[config.mk]
export PLATFORM = sky130hd
export DESIGN_NAME = mtfe_rank_enc
export DESIGN_NICKNAME = d
export VERILOG_FILES = /design/src/design/move_to_front_encoder_macros.svh /design/src/design/mtfe_pkg.sv /design/src/design/mtfe_rank_enc.sv
export SDC_FILE = /design/constraint.sdc
export NUM_CORES = 1
export LEC_CHECK = 0
export BUFFER_PORTS_ARGS = -buffer_cell sky130_fd_sc_hd__buf_2
export CAP_MARGIN = 5
export CORE_AREA = 2 2 103 105
export DETAILED_ROUTE_END_ITERATION = 8
export DIE_AREA = 0 0 105 107
export RECOVER_POWER = 100
export SLEW_MARGIN = 20
export SYNTH_ARGS = -nofsm -noshare
export SYNTH_HDL_FRONTEND = slang
export SYNTH_SLANG_ARGS = --single-unit
export TNS_END_PERCENT = 20
[constraint.sdc]
create_clock -name vclk -period 0.9
set_input_delay 0 -clock vclk [all_inputs]
set_output_delay 0 -clock vclk [all_outputs]
set_load 0.01 [all_outputs]
[src/design/move_to_front_encoder_macros.svh]
// Assertion macros used by the move-to-front encoder top level.
`ifndef MOVE_TO_FRONT_ENCODER_MACROS_SVH
`define MOVE_TO_FRONT_ENCODER_MACROS_SVH

// Same-cycle implication, checked outside reset.
`define MTFE_ASSERT_NOW(label, clk, rst, ante, cons, msg) \
   label: assert property (@(posedge clk) disable iff (rst) (ante) |-> (cons)) else $error(msg);

// Next-cycle implication, checked outside reset.
`define MTFE_ASSERT_NEXT(label, clk, rst, ante, cons, msg) \
   label: assert property (@(posedge clk) disable iff (rst) (ante) |=> (cons)) else $error(msg);

`endif

[src/design/mtfe_pkg.sv]
// Shared types and constants of the move-to-front encoder.
package mtfe_pkg;

   // Fixed widths of the request and response fields.
   localparam int SYMBOL_W  = 8;
   localparam int RANK_W    = 8;
   localparam int SYM_RANGE = 1 << SYMBOL_W;

   // Control that the sequencer broadcasts to every cell.
   typedef struct packed {
      logic compare;   // Latch whether the cell holds the incoming symbol.
      logic update;    // Apply the move-to-front shift this cycle.
      logic restore;   // Return to identity order instead of shifting.
   } cell_ctrl_type;

endpackage

[src/design/mtfe_rank_enc.sv]
// One-hot to binary encoder that turns the cells' match flags into a rank.
module mtfe_rank_enc #(
   parameter int ALPHABET_SIZE = 256,
   parameter int IDX_W         = 8
) (
   input  logic [ALPHABET_SIZE-1:0] match_vec,
   output logic [IDX_W-1:0]         rank
);
   import mtfe_pkg::*;

   // Exactly one flag is set, so OR-ing the indices of set flags gives the position.
   always_comb begin
      rank = '0;
      for (int i = 0; i < ALPHABET_SIZE; i++) begin
         if (match_vec[i]) begin
            rank = rank | IDX_W'(i);
         end
      end
   end

endmodule
Word level (Yosys, flattened, before mapping)
Index checks and enable logic that the tools add are counted.
- input port bits: 256
- output and inout port bits: 8
- register bits: 0
- word-level logic and storage cells: 255
- muxes and demuxes: 255
- operator list (cell ; number):
    two-way mux 8 bit ; 128
    two-way mux 7 bit ; 64
    two-way mux 6 bit ; 32
    two-way mux 5 bit ; 16
    two-way mux 4 bit ; 8
    two-way mux 3 bit ; 4
    two-way mux 2 bit ; 2
    two-way mux 1 bit ; 1

Logic depth before layout (Yosys ltp)
- depth after elaboration: 255
- gate-level depth with buffers: 4
- mapped depth without buffers: 4

Least setup slack after synthesis
Ideal clock, no wire load.
- path kind: input to output
- start point: input match_vec[177]
- end point: output rank[0]
- arrival: 0.973 ns
- buffers on the path: 0
- slack: -0.073 ns
- cell stages on the path: 4
- cell sequence: nor4_1 > nand4_1 > nor4_2 > nand4_1
- word-level cells in the longest chain between the ends: 79
- ends and longest elaborated chain (element ; RTL line ; RTL):
    start, declared ; mtfe_rank_enc.sv:6 ; input logic [ALPHABET_SIZE-1:0] match_vec,
    two-way mux 8 bit (79 in series) ; mtfe_rank_enc.sv:15 ; if (match_vec[i]) begin
    end, declared ; mtfe_rank_enc.sv:7 ; output logic [IDX_W-1:0] rank
No other way between the ends.

Worst setup path in the final report
- start point: input match_vec[49]
- end point: output rank[0]
- word-level cells in the longest chain between the ends: 207
- ends and longest elaborated chain (element ; RTL line):
    two-way mux 6 bit (15 in series) ; mtfe_rank_enc.sv:15
    two-way mux 7 bit (64 in series) ; mtfe_rank_enc.sv:15
    two-way mux 8 bit (128 in series) ; mtfe_rank_enc.sv:15
No other way between the ends.

==> flow_summary.toml <==
[run_status]
outcome = "finished, violations left"
violations = "setup timing"

[die]
rows = 37
io_pins = 264
start_util_pct = 12.0
core_region_area_um2 = 10100
dieWidth_um = 105
dieArea_um2 = 11200
die_h_um = 107

[pwr]
p_total_mw = 1.57
leakage_nw = 2.01
powerDensity_nw_per_um2 = 345
vdd_drop_max_v = 0.000164

[placement]
place_hpwl_mm = 14.2
gp_congestion = 0.930
dp_slack_ns = -0.740
io_buffers = 263
dp.cells = 749
placed_cell_area_um2 = 3810

[final_layout]
clockBufferCount = 0
fillers = 1084
final_common_cell = "buf_2"
fin_area_um2 = 4550
nets = 873
utilization_pct = 45.1
regArea_um2 = 0
most-common-layout-cells = "256 x buf_2, 147 x buf_4, 54 x nor4_1"
nFlopsAndLatches = 0
layout-drive-gt1-share_pct = 79.2
area_growth_pct = 276
finalNonFillerCells = 751
diodes = 0

[critical_path]
path_cells = "buf_2 > nor4_1 > nand4_1 > buf_4 > nor4_4 > nand4_1 > buf_2"
max_stage_delay_ns = 0.30
cp-start-kind = "input port"
critical_path.top_delay_family = "simple AND/OR/NAND/NOR gates"
critPathBufInv = 3
worstPathRequired_ns = 0.90
worst_path_max_delay_cell = "nor4_1"
crit_arrival_ns = 1.36
end_kind = "primary output"
path_max_fanout = 2
critPathKind = "in -> out"

[run]
maxCapViolCount = 0

[sta]
drv_slew = 0
finalHoldViolCount = 0
worst_slew_pin_slew_ns = 0.426
fin_tns_setup_ns = -3.36
slew_headroom_pct = 71.3
fin_crit_ns = 1.36
layout_setup_ws_ns = -0.463
rsz0062_at_grt = "yes"
min_period_over_period_pct = 151
hold_slack_ns = 0.386
fmax_ghz = 0.734
finalSetupViolCount = 8

[global_routing]
grt_pass1_vias = 3918
gr-total-overflow = 0
grt_pass1_wl_mm = 22.1
grt_max_degree = 4
antenna_found_initial = 0
grt_use_total_pct = 25.9

[min_path]
holdPathStages = 4
hp-start = "match_vec[129]"
min_to = "rank[7]"
hp-class = "in -> out"

[drt]
drtIter0Drc = 236
vias = 3769
avgRoutedWirePerCell_um = 21.0
drc = 0
wirelength_mm = 15.8
drtPass1Iterations = 4
vias_per_cell = 5.02
ant_nets = 0

[synth]
seq_area_frac_synth_pct = 0
postSynthCellCount = 205
syn-num-nets = 461
avgSynthCellArea_um2 = 5.90
synth_warnings = 0
synth_cell_types = 8
synth_area_um2 = 1210

[cts]
cts-hold-fix-buffers = 0
## metal layers
| metal | vias to the layer above | wire length [um] | global-route usage [%] |
|---|---|---|---|
| met2 | 175 | 8270 | 50.0 |
| met1 | 1793 | 6180 | 30.8 |
| met4 | 0 | 333 | 5.14 |
| li1 | 1784 | - | - |
| met5 | - | 0 | 0 |
| met3 | 17 | 990 | 2.55 |
## synthesized netlist by cell type
library cell / n / area [um2]
nor4_1: 117 / 732
nand4_1: 30 / 188
nand3_1: 16 / 80.1
nor3_1: 15 / 75.1
nor2_1: 13 / 48.8
nand2_1: 10 / 37.5
nor4_2: 3 / 37.5
nand3_2: 1 / 10.0
## worst max path at each step
stage / end / startpoint / cells after the start / slack, ns
after floorplan: rank[7] / match_vec[172] / 4 / -0.02
after global placement: rank[0] / match_vec[105] / 7 / -0.76
after detailed placement: rank[0] / match_vec[105] / 7 / -0.74
after CTS: rank[0] / match_vec[183] / 7 / -0.46
after global routing: rank[0] / match_vec[51] / 7 / -0.50
final: rank[0] / match_vec[49] / 7 / -0.46
## kinds of logic (layout without fill, tap and decap cells)
group | count (synthesis) | count (layout) | share of synthesized area [%]
AND/OR/NAND/NOR | 205 | 205 | 100
buffers and inverters | 0 | 410 | 0
## area by class of cell
type	instances	area, um2	share of cell area (%)
Multi-Input combinational cell	205	1910	42.0
Timing Repair Buffer	410	2470	54.3
Tap cell	136	170	3.74
## power by group
| part | total (mW) | switching, mW | internal (mW) |
|---|---|---|---|
| logic | 1.57 | 0.760 | 0.810 |
| clock network | 0 | 0 | 0 |
| registers | 0 | 0 | 0 |
| total | 1.57 | 0.760 | 0.810 |
## timing repair
item / 4_1_cts / 5_1_grt
setup endpoints to repair: 8 / 8
resized for setup: 83 / 29
buffers inserted: 3 / 0
pin swaps: 29 / 3
(Power assumes the default switching activity.)
