**src/design/move_to_front_encoder_macros.svh**
```systemverilog
// Assertion macros used by the move-to-front encoder top level.
`ifndef MOVE_TO_FRONT_ENCODER_MACROS_SVH
`define MOVE_TO_FRONT_ENCODER_MACROS_SVH

// Same-cycle implication, checked outside reset.
`define MTFE_ASSERT_NOW(label, clk, rst, ante, cons, msg) \
   label: assert property (@(posedge clk) disable iff (rst) (ante) |-> (cons)) else $error(msg);

// Next-cycle implication, checked outside reset.
`define MTFE_ASSERT_NEXT(label, clk, rst, ante, cons, msg) \
   label: assert property (@(posedge clk) disable iff (rst) (ante) |=> (cons)) else $error(msg);

`endif

```
**src/design/mtfe_pkg.sv**
```systemverilog
// Shared types and constants of the move-to-front encoder.
package mtfe_pkg;

   // Fixed widths of the request and response fields.
   localparam int SYMBOL_W  = 8;
   localparam int RANK_W    = 8;
   localparam int SYM_RANGE = 1 << SYMBOL_W;

   // Control that the sequencer broadcasts to every cell.
   typedef struct packed {
      logic compare;   // Latch whether the cell holds the incoming symbol.
      logic update;    // Apply the move-to-front shift this cycle.
      logic restore;   // Return to identity order instead of shifting.
   } cell_ctrl_type;

endpackage

```
**src/design/mtfe_cell.sv**
```systemverilog
// One cell of the ordering table: holds one entry and its match flag.
module mtfe_cell #(
   parameter int IDX_W = 8,
   parameter int INDEX = 0
) (
   input  logic                  clock,
   input  logic                  reset,
   input  mtfe_pkg::cell_ctrl_type ctrl,
   input  logic [IDX_W-1:0]      symbol,
   input  logic [IDX_W-1:0]      rank,
   input  logic [IDX_W-1:0]      prev_entry,
   output logic [IDX_W-1:0]      entry,
   output logic                  match
);
   import mtfe_pkg::*;

   localparam logic [IDX_W-1:0] IDENTITY = IDX_W'(INDEX);

   logic [IDX_W-1:0] entry_ff;
   logic [IDX_W-1:0] entry_in;
   logic             match_ff;

   // Next entry: identity on block end, neighbour's entry if at or before the hit.
   always_comb begin
      entry_in = entry_ff;
      if (ctrl.update) begin
         if (ctrl.restore) begin
            entry_in = IDENTITY;
         end else if (rank >= IDENTITY) begin
            entry_in = prev_entry;
         end
      end
   end

   // The entry itself is table state and returns to identity on reset.
   always_ff @(posedge clock) begin
      if (reset) begin
         entry_ff <= IDENTITY;
      end else begin
         entry_ff <= entry_in;
      end
   end

   // Match flag is registered on a compare and held while the request is encoded.
   always_ff @(posedge clock) begin
      if (ctrl.compare) begin
         match_ff <= (entry_ff == symbol);
      end
   end

   assign entry = entry_ff;
   assign match = match_ff;

endmodule

```
**config.mk**
```make
export PLATFORM = sky130hd
export DESIGN_NAME = mtfe_cell
export DESIGN_NICKNAME = d
export VERILOG_FILES = /design/src/design/move_to_front_encoder_macros.svh /design/src/design/mtfe_pkg.sv /design/src/design/mtfe_cell.sv
export SDC_FILE = /design/constraint.sdc
export NUM_CORES = 1
export LEC_CHECK = 0
export ABC_AREA = 0
export BUFFER_PORTS_ARGS = -buffer_cell sky130_fd_sc_hd__buf_2
export CAP_MARGIN = 15
export CORE_AREA = 2 2 39 41
export CTS_BUF_LIST = sky130_fd_sc_hd__clkbuf_2 sky130_fd_sc_hd__clkbuf_4 sky130_fd_sc_hd__clkbuf_8
export DETAILED_ROUTE_END_ITERATION = 10
export DIE_AREA = 0 0 41 43
export MAX_ROUTING_LAYER = met4
export PLACE_DENSITY = 0.77
export SLEW_MARGIN = 20
export SYNTH_ARGS = -nofsm -noshare
export SYNTH_HDL_FRONTEND = slang
export SYNTH_SLANG_ARGS = --single-unit
```
**constraint.sdc**
```tcl
create_clock -name clock -period 0.8 [get_ports clock]
set_input_delay 0.04 -clock clock [delete_from_list [all_inputs] [get_ports clock]]
set_output_delay 0.04 -clock clock [all_outputs]
set_load 0.01 [all_outputs]
```
== Word level (Yosys, flattened, before mapping) ==
Index checks and enable logic that the tools add are counted.

* Magnitude comparators: 1
* Equality and inequality tests: 1
* Muxes and demuxes: 2
* Reductions and logical operators: 2

{| class="wikitable"
|+ Operators by type and width
! cell !! number
|-
| 8-bit two-way mux || 2
|-
| 8-bit == test || 1
|-
| 8-bit by 1-bit greater-or-equal comparator with 1-bit output, second input constant || 1
|-
| 2-bit AND reduction || 1
|-
| 2-bit nonzero test || 1
|}

* Flip-flop bits (word level): 9
* Bits of input ports: 29
* Output and inout bits: 9

== Depth between registers and ports, before layout ==
Gate-level depths: netlist (run 1).

* Word-level depth: 3
* Depth in mapped cells: 3

== Worst setup path before layout (run 1) ==
Ideal clock, no wire load.

* Path type: register to register
* Start: reg entry_ff[3], in the netlist entry[3]
* End: reg match_ff, in the netlist match, data pin
* Arrival time: 0.586 ns
* Data required time: 0.548 ns
* Path slack: -0.039 ns
* Cell stages (with the launch flop): 4
* Clock period less this slack: 0.839 ns
* Path through: dfxtp_1 -> xnor2_1 -> nand4_1 -> nor2_1

* Word-level cells in the longest chain between the ends: 1

{| class="wikitable"
|+ RTL lines
! element !! RTL line !! text
|-
| start: declaration || mtfe_cell.sv:19 || <nowiki>logic [IDX_W-1:0] entry_ff;</nowiki>
|-
| start signal: assignment || mtfe_cell.sv:40 || <nowiki>entry_ff <= entry_in;</nowiki>
|-
| 8-bit == test || mtfe_cell.sv:47 || <nowiki>match_ff <= (entry_ff == symbol);</nowiki>
|-
| end signal: assignment || mtfe_cell.sv:47 ||
|-
| end: declaration || mtfe_cell.sv:21 || <nowiki>logic match_ff;</nowiki>
|}

Every way passes these cells.
A chain may end at the register's enable or synchronous reset.

== Worst setup path in the final report (run 1) ==
* Start: reg entry_ff[2], in the netlist entry[2]
* End: reg match_ff, in the netlist match, data pin

The elaborated chain is that of the path after synthesis.

==> flow_results.xml, run 1 <==
<?xml version="1.0" encoding="UTF-8"?>
<metrics>
  <group name="worst_hold_path">
    <metric name="min_path_type" unit="">input port to flop</metric>
  </group>
  <group name="drt">
    <metric name="drcViolationCount" unit="">0</metric>
    <metric name="dr.first_iter.drc_count" unit="">0</metric>
    <metric name="wire_per_inst" unit="um">10.75</metric>
    <metric name="detail_route.first_pass.iterations" unit="">1</metric>
    <metric name="detailroute.via_count" unit="">423</metric>
    <metric name="avgViaCountPerCell" unit="">4.361</metric>
    <metric name="final_antenna_net_count" unit="">0</metric>
    <metric name="drt_wl_total" unit="um">1043</metric>
  </group>
  <group name="die">
    <metric name="die_area" unit="um2">1763</metric>
    <metric name="placement_rows" unit="">14</metric>
    <metric name="die_height" unit="um">43</metric>
    <metric name="number_of_top_level_pins" unit="">38</metric>
    <metric name="fp.dieW" unit="um">41</metric>
    <metric name="starting_density" unit="">0.3056</metric>
    <metric name="core-area" unit="um2">1384</metric>
  </group>
  <group name="setup_path">
    <metric name="worst_ep_arrival_time" unit="ns">0.86</metric>
    <metric name="crit_path_top_delay_cell" unit="">sky130_fd_sc_hd__dfxtp_2</metric>
    <metric name="setup.worst_path.start_class" unit="">flop</metric>
    <metric name="crit_path_max_incr_delay" unit="ns">0.34</metric>
    <metric name="cp.buffers_inverters" unit="">0</metric>
    <metric name="worst-endpoint-required" unit="ns">0.82</metric>
    <metric name="setup.worst_path.class" unit="">flop to flop</metric>
    <metric name="endpoint_kind" unit="">flop</metric>
    <metric name="crit_path_max_fanout" unit="">3</metric>
    <metric name="cpLargestDelayFamily" unit="">flip-flops</metric>
    <metric name="crit_path_cell_trace" unit="">xnor2_2 -&gt; nand4_1 -&gt; nor2_1</metric>
  </group>
  <group name="job">
    <metric name="maxCapViolCount" unit="">0</metric>
  </group>
  <group name="clock_tree">
    <metric name="clock_sink_count" unit="">9</metric>
    <metric name="cts_max_path_buffers" unit="">2</metric>
    <metric name="htree_num_levels" unit="">1</metric>
    <metric name="tritoncts.num_buffers" unit="">3</metric>
    <metric name="clockRootBuffer" unit="">sky130_fd_sc_hd__clkbuf_4</metric>
    <metric name="worst_skew_pair.late_latency" unit="ns">0.26</metric>
    <metric name="clkTransAtPathRegs" unit="ns">0.06</metric>
    <metric name="cts_tree" unit="">built</metric>
  </group>
  <group name="cells_and_area">
    <metric name="n_antenna_cell" unit="">0</metric>
    <metric name="most-common-layout-cells" unit="">24 x sky130_fd_sc_hd__buf_2, 8 x sky130_fd_sc_hd__nor2_1, 8 x sky130_fd_sc_hd__dfxtp_2</metric>
    <metric name="final.fill_count" unit="">137</metric>
    <metric name="drive_above_1_share" unit="">0.6296</metric>
    <metric name="mostFrequentLayoutCell" unit="">sky130_fd_sc_hd__buf_2</metric>
    <metric name="num-nets-final" unit="">111</metric>
    <metric name="layoutNonFillerInstCount" unit="">97</metric>
    <metric name="flow.area_growth_from_synthesis" unit="%">70.71</metric>
  </group>
  <group name="timing">
    <metric name="layout_worst_path_cycle_share" unit="">1.056</metric>
    <metric name="timing.final.setup_violations" unit="">2</metric>
    <metric name="fmax" unit="GHz">1.184</metric>
    <metric name="tightestPinTransition" unit="ns">0.1490</metric>
    <metric name="period_minus_slack" unit="ns">0.8444</metric>
    <metric name="postLayoutSetupSlackWorst" unit="ns">-0.04443</metric>
    <metric name="final-hold-violation-count" unit="">0</metric>
    <metric name="final.setup_skew" unit="ns">0.0009815</metric>
    <metric name="unrepaired_setup_endpoints_after_global_routing" unit="">true</metric>
    <metric name="max_slew_margin" unit="">0.9000</metric>
    <metric name="holdWs" unit="ns">0.002901</metric>
    <metric name="slew_violations" unit="">0</metric>
  </group>
  <group name="place">
    <metric name="io_buffer_count" unit="">29</metric>
    <metric name="dp_cells" unit="">91</metric>
    <metric name="detailedPlacementHpwl" unit="um">738.3</metric>
    <metric name="gp_congestion" unit="">0.6836</metric>
  </group>
  <group name="logic_synthesis">
    <metric name="yosys_register_bits" unit="">9</metric>
    <metric name="synthesis.area" unit="um2">422.9</metric>
    <metric name="synthesis.area_per_instance" unit="um2">9.194</metric>
    <metric name="yosys.area.top_type_share" unit="">0.3787</metric>
    <metric name="yosys.area.top_type" unit="">sky130_fd_sc_hd__dfxtp_1</metric>
    <metric name="postSynthNetCount" unit="">75</metric>
    <metric name="yosys.cell_types.count" unit="">11</metric>
    <metric name="synthTopCellsByArea" unit="">sky130_fd_sc_hd__dfxtp_1 38%, sky130_fd_sc_hd__xnor2_1 17%, sky130_fd_sc_hd__and2b_1 12%</metric>
    <metric name="synthesis.yosys.warnings" unit="">0</metric>
    <metric name="synth_seq_area_share" unit="">0.4497</metric>
    <metric name="gate_count_after_technology_mapping" unit="">46</metric>
  </group>
  <group name="grt">
    <metric name="grt_first_pass_wirelength" unit="um">1490</metric>
    <metric name="grt-ovfl-total" unit="">0</metric>
    <metric name="grt_use_total" unit="">0.1324</metric>
    <metric name="via_count_of_the_first_global_routing_pass" unit="">351</metric>
    <metric name="grt_start_max_net_pins" unit="">11</metric>
    <metric name="grt_antenna_before_repair" unit="">0</metric>
  </group>
  <group name="run_status">
    <metric name="status" unit="">complete, but fails checks</metric>
    <metric name="failing_checks" unit="">setup timing</metric>
  </group>
  <group name="power_and_ir_drop">
    <metric name="leakagePower" unit="nW">0.3493</metric>
    <metric name="max-vdd-ir-drop" unit="uV">1112</metric>
    <metric name="power-per-cell-area" unit="nW/um2">1491</metric>
  </group>
</metrics>
layout make-up:
| class | count | area [um2] | share of cell area |
|---|---|---|---|
| Sequential cell | 9 | 200.2 | 0.2773 |
| Clock buffer | 4 | 30.03 | 0.04159 |
| Tap cell | 16 | 20.02 | 0.02773 |
| Timing Repair Buffer | 32 | 205.2 | 0.2842 |
| Multi-Input combinational cell | 36 | 266.5 | 0.3692 |
registers in the layout, indices dropped and copies added (netlist names):
name   cells
entry      8
match      1
per-layer routing:
layer	global-route usage	wire, um
met5	-	0
met1	0.1667	420
met3	0.07853	73
met2	0.1750	546
met4	0.04000	4
path summary, 6_finish.rpt:
path	to	startpoint	depth (start not counted)	slack, ns
max	match	entry[2]	3	-0.04
max reg2reg	match	entry[2]	3	-0.04
min reg2reg	entry[1]	entry[1]	3	0.61
min	entry[4]	prev_entry[4]	3	0.003
cells in the mapped netlist:
cell	count
sky130_fd_sc_hd__nand3b_1	1
sky130_fd_sc_hd__nand2b_1	1
sky130_fd_sc_hd__nor2_1	8
sky130_fd_sc_hd__dfxtp_1	8
sky130_fd_sc_hd__and2b_1	7
sky130_fd_sc_hd__buf_1	1
sky130_fd_sc_hd__xnor2_1	8
sky130_fd_sc_hd__and2b_4	1
sky130_fd_sc_hd__nand4_1	2
sky130_fd_sc_hd__edfxtp_1	1
sky130_fd_sc_hd__a21oi_1	8
where the power goes:
group | leakage [nW] | total, W | switching, W | internal, W
clock network | 0.0184 | 0.000382 | 0.000156 | 0.000226
registers | 0.0792 | 0.000492 | 0.0000161 | 0.000476
logic | 0.252 | 0.000202 | 0.0000804 | 0.000122
total | 0.349 | 0.00108 | 0.000252 | 0.000824
worst reg2reg max path, cell delays in order (launching register included):
cell and delay, ns:
sky130_fd_sc_hd__dfxtp_2 0.34, sky130_fd_sc_hd__xnor2_2 0.13, sky130_fd_sc_hd__nand4_1 0.09, sky130_fd_sc_hd__nor2_1 0.05
cells by family (layout without fill, tap and decap cells):
logic type	after synthesis	after routing	synth area share
buffers and inverters	1	36	0.008867
AO/OA/AOI/OAI	8	8	0.09468
XOR/XNOR	8	8	0.1657
AND/OR/NAND/NOR	20	20	0.2811
flip-flops	9	9	0.4497
per-stage QoR:
stage | TNS (ns) | area (um2) | setup slack (ns) | util | total power (W)
after global placement | -0.04690 | 601.8 | -0.04690 | 0.4349 | 0.0006618
after global routing | -0.2719 | 721.9 | -0.09424 | 0.5217 | 0.001146
final | -0.08235 | 721.9 | -0.04443 | 0.5217 | 0.001077
after detailed placement | -0.04434 | 601.8 | -0.04434 | 0.4349 | 0.0006649
after CTS | -0.1004 | 659.4 | -0.05225 | 0.4765 | 0.001064
after floorplan | -0.01092 | 432.9 | -0.01092 | - | 0.0005792
what timing repair did:
| action | 4_1_cts | 5_1_grt |
|---|---|---|
| setup buffers | 0 | 1 |
| gates resized for setup | 3 | 10 |
| setup endpoints to repair | 2 | 12 |
| endpoints found under the hold margin | 1 | 0 |
| hold buffers | 1 | 0 |
Note: power is estimated with default switching activity, not from simulation.
==> run 2: changes to the inputs <==
--- a/config.mk
+++ b/config.mk
@@ -18,3 +18,4 @@
 export SYNTH_ARGS = -nofsm -noshare
 export SYNTH_HDL_FRONTEND = slang
 export SYNTH_SLANG_ARGS = --single-unit
+export TNS_END_PERCENT = 5
==> run 2 against run 1 <==
Against the previous run:
- the run still ends with setup timing left
- power fell by 0.23%
- via count fell by 0.71%
- wire length fell by 0.19%
- design area fell by 1.0%
- critical path type unchanged
- critical endpoint unchanged
- largest power group unchanged
- highest routed layer unchanged
==> flow_results.xml, run 2 (synthesized netlist as in run 1, its figures left out) <==
<?xml version="1.0" encoding="UTF-8"?>
<metrics>
  <group name="power_and_ir_drop">
    <metric name="power-per-cell-area" unit="nW/um2">1503</metric>
    <metric name="max-vdd-ir-drop" unit="uV">1112</metric>
    <metric name="leakagePower" unit="nW">0.3439</metric>
  </group>
  <group name="timing">
    <metric name="max_slew_margin" unit="">0.9000</metric>
    <metric name="timing.setup.tns" unit="ns">-0.08425</metric>
    <metric name="final.setup_skew" unit="ns">0.0009815</metric>
    <metric name="tightestPinTransition" unit="ns">0.1490</metric>
    <metric name="fmax" unit="GHz">1.184</metric>
    <metric name="layout_worst_path_cycle_share" unit="">1.056</metric>
    <metric name="slew_violations" unit="">0</metric>
    <metric name="timing.final.setup_violations" unit="">2</metric>
    <metric name="final-hold-violation-count" unit="">0</metric>
    <metric name="unrepaired_setup_endpoints_after_global_routing" unit="">true</metric>
    <metric name="period_minus_slack" unit="ns">0.8444</metric>
    <metric name="postLayoutSetupSlackWorst" unit="ns">-0.04443</metric>
  </group>
  <group name="clock_tree">
    <metric name="clockRootBuffer" unit="">sky130_fd_sc_hd__clkbuf_4</metric>
    <metric name="clkTransAtPathRegs" unit="ns">0.06</metric>
    <metric name="cts_max_path_buffers" unit="">2</metric>
    <metric name="worst_skew_pair.late_latency" unit="ns">0.26</metric>
    <metric name="tritoncts.num_buffers" unit="">3</metric>
    <metric name="clock_sink_count" unit="">9</metric>
    <metric name="cts_post_setup_buffers_inserted" unit="">0</metric>
    <metric name="cts_tree" unit="">built</metric>
    <metric name="htree_num_levels" unit="">1</metric>
  </group>
  <group name="setup_path">
    <metric name="crit_path_cell_trace" unit="">xnor2_2 -&gt; nand4_1 -&gt; nor2_1</metric>
    <metric name="crit_path_top_delay_cell" unit="">sky130_fd_sc_hd__dfxtp_2</metric>
    <metric name="crit_path_max_incr_delay" unit="ns">0.34</metric>
    <metric name="crit_path_max_fanout" unit="">3</metric>
    <metric name="worst_ep_arrival_time" unit="ns">0.86</metric>
    <metric name="endpoint_kind" unit="">flop</metric>
    <metric name="r2r_slack" unit="ns">-0.04</metric>
    <metric name="worst-endpoint-required" unit="ns">0.82</metric>
    <metric name="setup.worst_path.class" unit="">flop to flop</metric>
    <metric name="setup.worst_path.start_class" unit="">flop</metric>
  </group>
  <group name="cells_and_area">
    <metric name="largest_register_ff_count" unit="">8</metric>
    <metric name="flow.area_growth_from_synthesis" unit="%">68.93</metric>
    <metric name="mostFrequentLayoutCell" unit="">sky130_fd_sc_hd__buf_2</metric>
    <metric name="drive_above_1_share" unit="">0.6250</metric>
    <metric name="layoutNonFillerInstCount" unit="">96</metric>
    <metric name="most-common-layout-cells" unit="">24 x sky130_fd_sc_hd__buf_2, 8 x sky130_fd_sc_hd__nor2_1, 8 x sky130_fd_sc_hd__dfxtp_2</metric>
    <metric name="final_area" unit="um2">714.4</metric>
    <metric name="num-nets-final" unit="">110</metric>
    <metric name="finish.utilization" unit="">0.5163</metric>
    <metric name="n_antenna_cell" unit="">0</metric>
  </group>
  <group name="drt">
    <metric name="detailroute.via_count" unit="">420</metric>
    <metric name="final_antenna_net_count" unit="">0</metric>
    <metric name="detail_route.first_pass.iterations" unit="">1</metric>
    <metric name="drcViolationCount" unit="">0</metric>
    <metric name="dr.first_iter.drc_count" unit="">0</metric>
    <metric name="avgViaCountPerCell" unit="">4.375</metric>
    <metric name="wire_per_inst" unit="um">10.84</metric>
    <metric name="drt_wl_total" unit="um">1041</metric>
  </group>
  <group name="die">
    <metric name="placement_rows" unit="">14</metric>
    <metric name="die_height" unit="um">43</metric>
    <metric name="number_of_top_level_pins" unit="">38</metric>
    <metric name="die_area" unit="um2">1763</metric>
    <metric name="starting_density" unit="">0.3056</metric>
    <metric name="core-area" unit="um2">1384</metric>
    <metric name="fp.dieW" unit="um">41</metric>
  </group>
  <group name="grt">
    <metric name="via_count_of_the_first_global_routing_pass" unit="">351</metric>
    <metric name="grt-ovfl-total" unit="">0</metric>
    <metric name="global_route_met3_utilization" unit="">0.07853</metric>
    <metric name="use_met1" unit="">0.1667</metric>
    <metric name="grt_antenna_before_repair" unit="">0</metric>
    <metric name="grt_most_used_layer" unit="">met2</metric>
    <metric name="grt_first_pass_wirelength" unit="um">1490</metric>
    <metric name="grt_start_max_net_pins" unit="">11</metric>
    <metric name="fraction_of_met2_tracks_used_by_global_routing" unit="">0.1750</metric>
    <metric name="grt_use_total" unit="">0.1324</metric>
  </group>
  <group name="worst_hold_path">
    <metric name="min_path_type" unit="">input port to flop</metric>
  </group>
  <group name="run_status">
    <metric name="failing_checks" unit="">setup timing</metric>
    <metric name="status" unit="">complete, but fails checks</metric>
  </group>
  <group name="place">
    <metric name="dp_cells" unit="">91</metric>
    <metric name="gp_congestion" unit="">0.6836</metric>
    <metric name="io_buffer_count" unit="">29</metric>
    <metric name="detailedPlacementHpwl" unit="um">738.3</metric>
    <metric name="placedInstanceArea" unit="um2">601.8</metric>
  </group>
  <group name="job">
    <metric name="maxCapViolCount" unit="">0</metric>
  </group>
</metrics>
-- run 2: cell count changes in the layout (fill, tap and decap cells not counted) --
cell                    previous run  this run
sky130_fd_sc_hd__buf_4             1         0
-- run 2: area by class of cell --
cell class                 instances  area (um2)
multi-input combinational         36       266.5
timing repair buffer              31       197.7
tap                               16       20.02
clock buffer                       4       30.03
fill                             137       669.4
sequential                         9       200.2
-- run 2: metrics by stage --
stage          total power [W]  hold slack (ns)  setup WS, ns
6_report              0.001074         0.002901      -0.04443
3_5_place_dp         0.0006649           0.2470      -0.04434
5_1_grt               0.001143        0.0008059      -0.09424
2_1_floorplan        0.0005792           0.1525      -0.01092
3_3_place_gp         0.0006618           0.2392      -0.04690
4_1_cts               0.001064        0.0009717      -0.05225
-- run 2: timing repair --
| action | in CTS | in global routing |
|---|---|---|
| setup endpoints to repair | 2 | 12 |
| hold buffers | 1 | 0 |
| endpoints found under the hold margin | 1 | 0 |
| resized for setup | 3 | 10 |
-- run 2: metal layers --
layer,up-vias,wire length [um]
li1,218,-
met1,184,420
met2,16,543
met3,2,73
met4,0,4
met5,-,0
-- run 2: path summary, 6_finish.rpt --
path / to / from / cells past startpoint
worst min-delay path: entry[4] / prev_entry[4] / 3
worst max register to register: match / entry[2] / 3
worst min register to register: entry[6] / entry[6] / 3
worst max-delay path: match / entry[2] / 3
-- run 2: worst max-delay path: cells and delay by family (launching register included) --
kind / cells / cell delay [ns]
xor+xnor: 1 / 0.13
flops: 1 / 0.34
simple gates: 2 / 0.14
-- run 2: where the power goes --
part	internal, W	switching (W)	total, W
registers	0.000476	0.0000161	0.000492
clock network	0.000226	0.000156	0.000382
logic	0.000120	0.0000800	0.000200
total	0.000822	0.000252	0.00107
